### src/spq_pkg.sv
// ============================================================================
// spq_pkg: shared types and codes of the sorted priority queue
// Holds the operation codes, the status codes and the command word that the
// top level broadcasts to every cell of the chain.
// ============================================================================
package spq_pkg;

    // Width of one stored value.
    localparam int unsigned VALUE_W = 32;

    // Operation codes of the kind field.
    localparam logic KIND_INSERT = 1'b0;
    localparam logic KIND_DELETE = 1'b1;

    // Status codes of a result word.
    typedef enum logic [1:0] {
        ST_DONE     = 2'd0,
        ST_FULL     = 2'd1,
        ST_EMPTY    = 2'd2,
        ST_NOTFOUND = 2'd3
    } t_status;

    // Command broadcast to all cells in the cycle a word is taken.
    typedef struct packed {
        logic                       ins_en;  // insert is carried out
        logic                       del_en;  // delete is carried out
        logic signed [VALUE_W-1:0]  value;   // operand of the word
    } t_cmd;

    // Compare flags that one cell reports to the top level and its neighbor.
    typedef struct packed {
        logic lt;   // occupied and operand is below the stored value
        logic eq;   // occupied and operand equals the stored value
        logic ge;   // occupied and stored value is at or above the operand
    } t_flags;

endpackage

### src/sorted_priority_queue_core.sv
// ============================================================================
// sorted_priority_queue_core: sorted priority queue of signed values
// Chain of DEPTH cells holding values in ascending order, with a result
// register on the output side.
// ============================================================================
// Each input word is completed in the cycle it is taken: every cell compares
// its value with the operand in parallel and shifts left or right in the
// same edge, so one word is accepted per clock and its result word appears
// on the next edge. The result register frees as soon as it is taken, so
// the input is stalled only while a result is held against a stall from the
// output side. Inserts keep equal values in arrival order, deletes remove the
// lowest equal entry. Every word returns status, count and the head entry.
module sorted_priority_queue_core
    import spq_pkg::*;
#(
    parameter int unsigned DEPTH = 8
) (
    input  logic                       i_clk,
    input  logic                       i_rst_n,
    // Input channel
    input  logic                       i_in_valid,
    output logic                       o_in_stall,
    input  logic                       i_kind,
    input  logic signed [VALUE_W-1:0]  i_value,
    // Output channel
    output logic                       o_out_valid,
    input  logic                       i_out_stall,
    output logic [1:0]                 o_status,
    output logic [3:0]                 o_count,
    output logic                       o_head_valid,
    output logic signed [VALUE_W-1:0]  o_head_value
);

    localparam int unsigned FILL_W = $clog2(DEPTH + 1);

    logic [FILL_W-1:0]            r_fill;
    logic [FILL_W-1:0]            n_fill;
    logic                         r_out_valid;
    logic                         n_out_valid;
    t_status                      n_status;
    logic [FILL_W+3:0]            fill_ext;
    logic                         in_acc;
    logic                         hit;
    logic                         full;
    logic                         empty;
    t_cmd                         cmd;

    t_flags                       flags  [DEPTH];
    logic signed [VALUE_W-1:0]    values [DEPTH];
    logic signed [VALUE_W-1:0]    nexts  [DEPTH];
    logic [DEPTH-1:0]             eq_vec;

    // Handshake: a word is taken unless a held result is stalled.
    assign o_in_stall = r_out_valid && i_out_stall;
    assign in_acc     = i_in_valid && !o_in_stall;

    assign full  = (r_fill == FILL_W'(DEPTH));
    assign empty = (r_fill == '0);
    assign hit   = |eq_vec;

    // Decide the status and the command broadcast to the cells.
    always_comb begin
        cmd.value  = i_value;
        cmd.ins_en = 1'b0;
        cmd.del_en = 1'b0;
        n_fill     = r_fill;
        n_status   = ST_DONE;
        if (i_kind == KIND_INSERT) begin
            if (full) begin
                n_status = ST_FULL;
            end else begin
                cmd.ins_en = in_acc;
                n_fill     = r_fill + 1'b1;
            end
        end else begin
            if (empty) begin
                n_status = ST_EMPTY;
            end else if (!hit) begin
                n_status = ST_NOTFOUND;
            end else begin
                cmd.del_en = in_acc;
                n_fill     = r_fill - 1'b1;
            end
        end
    end

    // Chain of cells.
    for (genvar g = 0; g < DEPTH; g++) begin : g_cell
        logic                      left_lt;
        logic signed [VALUE_W-1:0] left_value;
        logic signed [VALUE_W-1:0] right_value;

        if (g == 0) begin : g_first
            assign left_lt    = 1'b0;
            assign left_value = values[g];
        end else begin : g_mid
            assign left_lt    = flags[g-1].lt;
            assign left_value = values[g-1];
        end
        if (g == DEPTH - 1) begin : g_last
            assign right_value = values[g];
        end else begin : g_inner
            assign right_value = values[g+1];
        end

        assign eq_vec[g] = flags[g].eq;

        spq_cell u_cell (
            .i_clk         (i_clk),
            .i_cmd         (cmd),
            .i_occ         (FILL_W'(g) < r_fill),
            .i_at_end      (FILL_W'(g) == r_fill),
            .i_left_lt     (left_lt),
            .i_left_value  (left_value),
            .i_right_value (right_value),
            .o_flags       (flags[g]),
            .o_value       (values[g]),
            .o_next        (nexts[g])
        );
    end

    assign n_out_valid = in_acc || (r_out_valid && i_out_stall);
    assign fill_ext    = {4'b0000, n_fill};

    // Control state.
    always_ff @(posedge i_clk) begin
        if (!i_rst_n) begin
            r_fill      <= '0;
            r_out_valid <= 1'b0;
        end else begin
            r_out_valid <= n_out_valid;
            if (in_acc) begin
                r_fill <= n_fill;
            end
        end
    end

    // Result register, loaded with the state after the word.
    always_ff @(posedge i_clk) begin
        if (in_acc) begin
            o_status     <= n_status;
            o_count      <= fill_ext[3:0];
            o_head_valid <= (n_fill != '0);
            o_head_value <= (n_fill != '0) ? nexts[0] : '0;
        end
    end

    assign o_out_valid = r_out_valid;

    // The fill never passes the number of cells.
    a_fill_bound: assert property (@(posedge i_clk) disable iff (!i_rst_n)
        r_fill <= FILL_W'(DEPTH))
        else $error("fill exceeds depth");

    // An insert taken while full is reported as full and leaves the fill.
    a_full_reject: assert property (@(posedge i_clk) disable iff (!i_rst_n)
        (in_acc && i_kind == KIND_INSERT && full)
            |=> (o_status == ST_FULL && $stable(r_fill)))
        else $error("insert into full queue not rejected");

    // A delete taken while empty is reported as empty.
    a_empty_reject: assert property (@(posedge i_clk) disable iff (!i_rst_n)
        (in_acc && i_kind == KIND_DELETE && empty) |=> (o_status == ST_EMPTY))
        else $error("delete from empty queue not rejected");

    // A word taken always yields a result word on the next edge.
    a_result_follows: assert property (@(posedge i_clk) disable iff (!i_rst_n)
        in_acc |=> (o_out_valid && o_head_valid == (r_fill != '0)))
        else $error("result word missing or head flag wrong");

endmodule

### src/spq_cell.sv
// ============================================================================
// spq_cell: one position of the sorted queue
// Holds one value, compares it against the broadcast operand and takes its
// next value from itself, its left neighbor, its right neighbor or the
// operand, so that a whole insert or delete completes within its own cycle.
// ============================================================================
module spq_cell
    import spq_pkg::*;
(
    input  logic                       i_clk,
    input  t_cmd                       i_cmd,
    input  logic                       i_occ,          // position holds an entry
    input  logic                       i_at_end,       // first free position
    input  logic                       i_left_lt,      // left cell shifts right
    input  logic signed [VALUE_W-1:0]  i_left_value,
    input  logic signed [VALUE_W-1:0]  i_right_value,
    output t_flags                     o_flags,
    output logic signed [VALUE_W-1:0]  o_value,
    output logic signed [VALUE_W-1:0]  o_next
);

    logic signed [VALUE_W-1:0] r_value;
    logic signed [VALUE_W-1:0] n_value;

    // Signed compares of the operand against the held value.
    always_comb begin
        o_flags.lt = i_occ && (i_cmd.value < r_value);
        o_flags.eq = i_occ && (i_cmd.value == r_value);
        o_flags.ge = i_occ && (r_value >= i_cmd.value);
    end

    // Next value: an insert shifts the tail right and drops the operand into
    // the first larger position, or else the first free one; a delete pulls
    // everything from the first match onward one place to the left.
    always_comb begin
        n_value = r_value;
        if (i_cmd.ins_en) begin
            if (i_left_lt) begin
                n_value = i_left_value;
            end else if (o_flags.lt || i_at_end) begin
                n_value = i_cmd.value;
            end
        end else if (i_cmd.del_en) begin
            if (o_flags.ge) begin
                n_value = i_right_value;
            end
        end
    end

    // Entry storage; it is only read where it was written before.
    always_ff @(posedge i_clk) begin
        r_value <= n_value;
    end

    assign o_value = r_value;
    assign o_next  = n_value;

endmodule

### config.mk
export PLATFORM = sky130hd
export DESIGN_NAME = sorted_priority_queue_core
export DESIGN_NICKNAME = d
export VERILOG_FILES = /design/src/spq_pkg.sv /design/src/sorted_priority_queue_core.sv /design/src/spq_cell.sv
export SDC_FILE = /design/constraint.sdc
export NUM_CORES = 1
export LEC_CHECK = 0
export BUFFER_PORTS_ARGS = -buffer_cell sky130_fd_sc_hd__buf_4
export CORE_ASPECT_RATIO = 0.6
export CORE_MARGIN = 2
export CORE_UTILIZATION = 40
export DETAILED_ROUTE_END_ITERATION = 7
export GPL_ROUTABILITY_DRIVEN = 0
export PLACE_DENSITY = 0.53
export SLEW_MARGIN = 25
export SYNTH_ARGS = -nofsm -noshare
export SYNTH_HDL_FRONTEND = slang
export SYNTH_SLANG_ARGS = --single-unit
### constraint.sdc
create_clock -name i_clk -period 9.4 [get_ports i_clk]
set_input_delay 0.94 -clock i_clk [delete_from_list [all_inputs] [get_ports i_clk]]
set_output_delay 0.94 -clock i_clk [all_outputs]
set_load 0.005 [all_outputs]
==> impl_summary.txt <==
----------------------------------------------------
[Outcome]
  Run status ... finished, final reports clean

[Critical path]
  Capturing element of the worst setup path ... g_cell[1].u_cell.o_value[31]
  Critical path launch point ... i_value[14]
  R2R cell count ... 11
  Critical Path Sink Type ... flop
  Arr. time, crit path ... 5360 ps
  FF-to-FF Start ... r_fill[1]
  Kind of critical path ... in -> reg
  R2r endpoint ... g_cell[6].u_cell.o_value[16]
  Startpoint class of the critical path ... input pin
  Reg-to-reg setup timing slack ... 4320 ps
  Required time of the critical path ... 9640 ps
  Worst-path fanout max ... 26

[Routing]
  Post-detailed-route count of antenna-violating nets ... 0
  Pre-Repair DR Iteration Count ... 5
  First DRT Iteration DRCs ... roughly 2200
  Routed length per instance ... 27.1 um
  Detail-routed via count per cell ... approximately 6
  DRC violation count after routing ... 0
  Count of vias placed by the detailed router ... 17500
  Final routed wirelength across all metal layers ... just under 80 mm

[Clocking]
  CTS Hold Buffers Added ... 0
  Clk slew on worst S/H paths ... approximately 60 ps
  CTS buffer count ... 31
  Number of clock sinks ... 300
  Setup bufs post-CTS ... 0
  Total number of H-tree levels ... 1
  Clock Root Buffer ... sky130_fd_sc_hd__clkbuf_16
  Number of gates resized after cts ... 0
  Worst-skew pair later-pin latency ... approximately 600 ps
  Maximum clock insertion buffer count ... 3
  Clock tree from TritonCTS ... yes

[Yosys]
  Synthesized area per cell ... around 9.8 um^2
  Biggest area contributors in the synthesized netlist ... sky130_fd_sc_hd__edfxtp_1 (38%), sky130_fd_sc_hd__ha_1 (16%), sky130_fd_sc_hd__mux2i_1 (6.4%)
  Cell area after synthesis ... roughly 21000 um^2
  Share of the yosys chip area belonging to registers ... approximately two fifths
  Top-area cell type share of the netlist area ... a little under two fifths
  Library cells used by synthesis ... 64
  Cell taking the most area after synthesis ... sky130_fd_sc_hd__edfxtp_1
  Flip-flop and latch count after synthesis ... 300
  Count of flip-flops with a built-in enable after synthesis ... 263
  Cell count after synthesis ... about 2100
  Top FF cell, synth ... sky130_fd_sc_hd__edfxtp_1
  Number of synthesis warnings ... 0
  Most used standard cells in the synthesized netlist ... sky130_fd_sc_hd__edfxtp_1 (263), sky130_fd_sc_hd__ha_1 (260), sky130_fd_sc_hd__nand2_1 (235)
  Cell with the most instances after synthesis ... sky130_fd_sc_hd__edfxtp_1
  Share of flip-flops with an asynchronous set or reset ... 0%
  Net count after synthesis ... around 2400

[Power and ir drop]
  Combinational fraction of design power ... 29.3%
  Maximum resistive drop on vdd ... between 100 and 150 uV
  Static Leakage ... around 9.2 nW
  Switching share of power ... roughly 35%
  Ratio of total power to cell area ... approximately 190 nW/um^2
  Switch Pwr ... 1.58 mW
  Sequential group share of total power ... 40.8%
  Internal power of the cells ... between 2 and 3 mW
  Clock power share ... 29.9%

[Layout]
  Register area ... about 8600 um^2
  Fillers ... between 4000 and 5000
  Multi-input gate area ... ~11000 um^2
  Final non-filler cell total ... 2856
  Non-Filler Cell Area, Final ... roughly 23000 um^2
  Relative area change from synthesis to final layout ... 11.8%
  Number of nets in the final layout ... approximately 2400
  Fraction of final layout cells sized beyond drive strength 1 ... 11.8%

[STA]
  Worst Tran Pin Value ... approximately 1000 ps
  Shortest clock period the worst path allows after layout ... between 5000 and 6000 ps
  Max frequency ... between 150 and 200 MHz
  Final Skew ... between 20 and 25 ps
  Slew Limit Fails ... 0
  Final period util ... about 54%
  Final Hold Violating Endpoints ... 0
  Unrepaired setup endpoints after global routing ... no
  Final setup TNS ... 0 ps
  Endpoints failing setup ... 0
  Slew margin rel. ... 29.9%

[Floorplan]
  Number of cell rows ... 64
  Initial core utilization ... between 40% and 50%
  Width of the die ... between 200 and 300 um
  Die area ... about 53000 um^2
  Standard cell core area ... 50900 um^2
  Height of the chip ... roughly 180 um
  Io pins ... slightly below 80

[Min path]
  Path type of the worst min-delay path ... in -> reg
  Hold path startpoint ... i_in_valid

[Placement]
  PortBufs ... 77
  Half-perimeter wire length after placement ... about 55 mm
  Count of placed standard cells including taps ... about 2800
  Placed Area ... approximately 22000 um^2

[Global route]
  Overall global routing resource usage ... roughly 28%
  Maximum number of pins on one net before global-route repair ... approximately 110
  Wire length of the first global-routing pass ... roughly 110 mm
  Residual overflow from global routing ... 0
  Number of antenna violations at the first check in global routing ... 0
  Number of global-route vias before repair ... 16400

[Job]
  Maximum capacitance violations ... 0

----------------------------------------------------
## placed cells by master (no fill, tap or decap), drive strengths merged, types with 5 or more instances in the layout
cell type  instances
a21o              51
o21ai            202
clkbuf            44
o21a              12
mux2i            132
nor2             168
nor2b             15
nand3             25
a21oi            192
clkinv             7
a211oi             8
nand2            235
a2111oi            5
nor3              81
nor3b              6
ha               260
nor4              50
buf              106
nand4             61
edfxtp           263
a31oi              6
o221a             33
dfxtp             37
nand2b             6
o211ai             7
inv               85
## registers in the layout (all words and copies together) (netlist names)
name / cells
o_count: 4
r_fill: 4
g_cell.u_cell.o_value: 256
o_head_valid: 1
o_status: 2
o_head_value: 32
o_out_valid: 1
## through the flow
step / hold WS, ps / power, mW / setup slack (ps) / utilization (%)
2_1_floorplan: 522 / 2.56 / 3020 / -
6_report: 557 / 4.46 / 4280 / 45.3
3_5_place_dp: 559 / 3.10 / 3810 / 43.2
3_3_place_gp: 556 / 3.08 / 3930 / 43.2
5_1_grt: 548 / 4.65 / 4080 / 45.3
4_1_cts: 533 / 4.44 / 4420 / 45.3
## layout make-up
cell class / count / area share, %
repair buffers: 106 / 3.47
diodes: 1 / 0.0109
flip-flops and latches: 300 / 37.5
clock inverters: 13 / 0.738
clock buffers: 44 / 3.88
multi-input cells: 1614 / 49.3
inverters: 85 / 1.38
well taps: 693 / 3.76
## critical path, cell delays in order
cell and delay (ps):
sky130_fd_sc_hd__buf_4 150, sky130_fd_sc_hd__inv_1 300, sky130_fd_sc_hd__ha_1 330, sky130_fd_sc_hd__a21oi_1 190, sky130_fd_sc_hd__nand2_1 70, sky130_fd_sc_hd__a221o_1 330, sky130_fd_sc_hd__or3_1 400, sky130_fd_sc_hd__a21oi_1 380
sky130_fd_sc_hd__mux2i_4 590, sky130_fd_sc_hd__buf_4 440, sky130_fd_sc_hd__and2_1 200, sky130_fd_sc_hd__a211oi_1 70, sky130_fd_sc_hd__o21ai_4 480, sky130_fd_sc_hd__buf_4 440
## how the worst min path moves through the flow
stage / to / slack (ps) / cells past startpoint
2_1_floorplan: g_cell[4].u_cell.o_value[0] / 520 / 2
5_1_grt: o_out_valid / 550 / 2
3_5_place_dp: g_cell[4].u_cell.o_value[0] / 560 / 2
4_1_cts: o_out_valid / 530 / 2
6_report: o_out_valid / 560 / 2
3_3_place_gp: g_cell[0].u_cell.o_value[31] / 560 / 2
## layer usage
layer	global-route usage (%)	share of wire [%]	vias up
met4	5.45	2.0	0
met1	44.8	48	8474
met3	9.46	13	100
met2	36.7	37	980
li1	-	-	7980
met5	0	0	-
## cells by family after synthesis
group / synth area share, %
multiplexers: 6.57
buffers and inverters: 3.78
XOR/XNOR: 0.0849
flip-flops: 41.9
AND/OR/NAND/NOR: 15.9
AO/OA/AOI/OAI: 16.0
adder cells (fa/ha/maj): 15.8
## power groups by stage
stage / clock network [mW] / registers (mW) / logic (mW)
2_1_floorplan: 0 / 1.75 / 0.810
3_3_place_gp: 0 / 1.84 / 1.24
3_5_place_dp: 0 / 1.84 / 1.27
4_1_cts: 1.36 / 1.81 / 1.27
5_1_grt: 1.40 / 1.83 / 1.42
6_report: 1.33 / 1.82 / 1.31
Note: power is estimated with default switching activity, not from simulation.
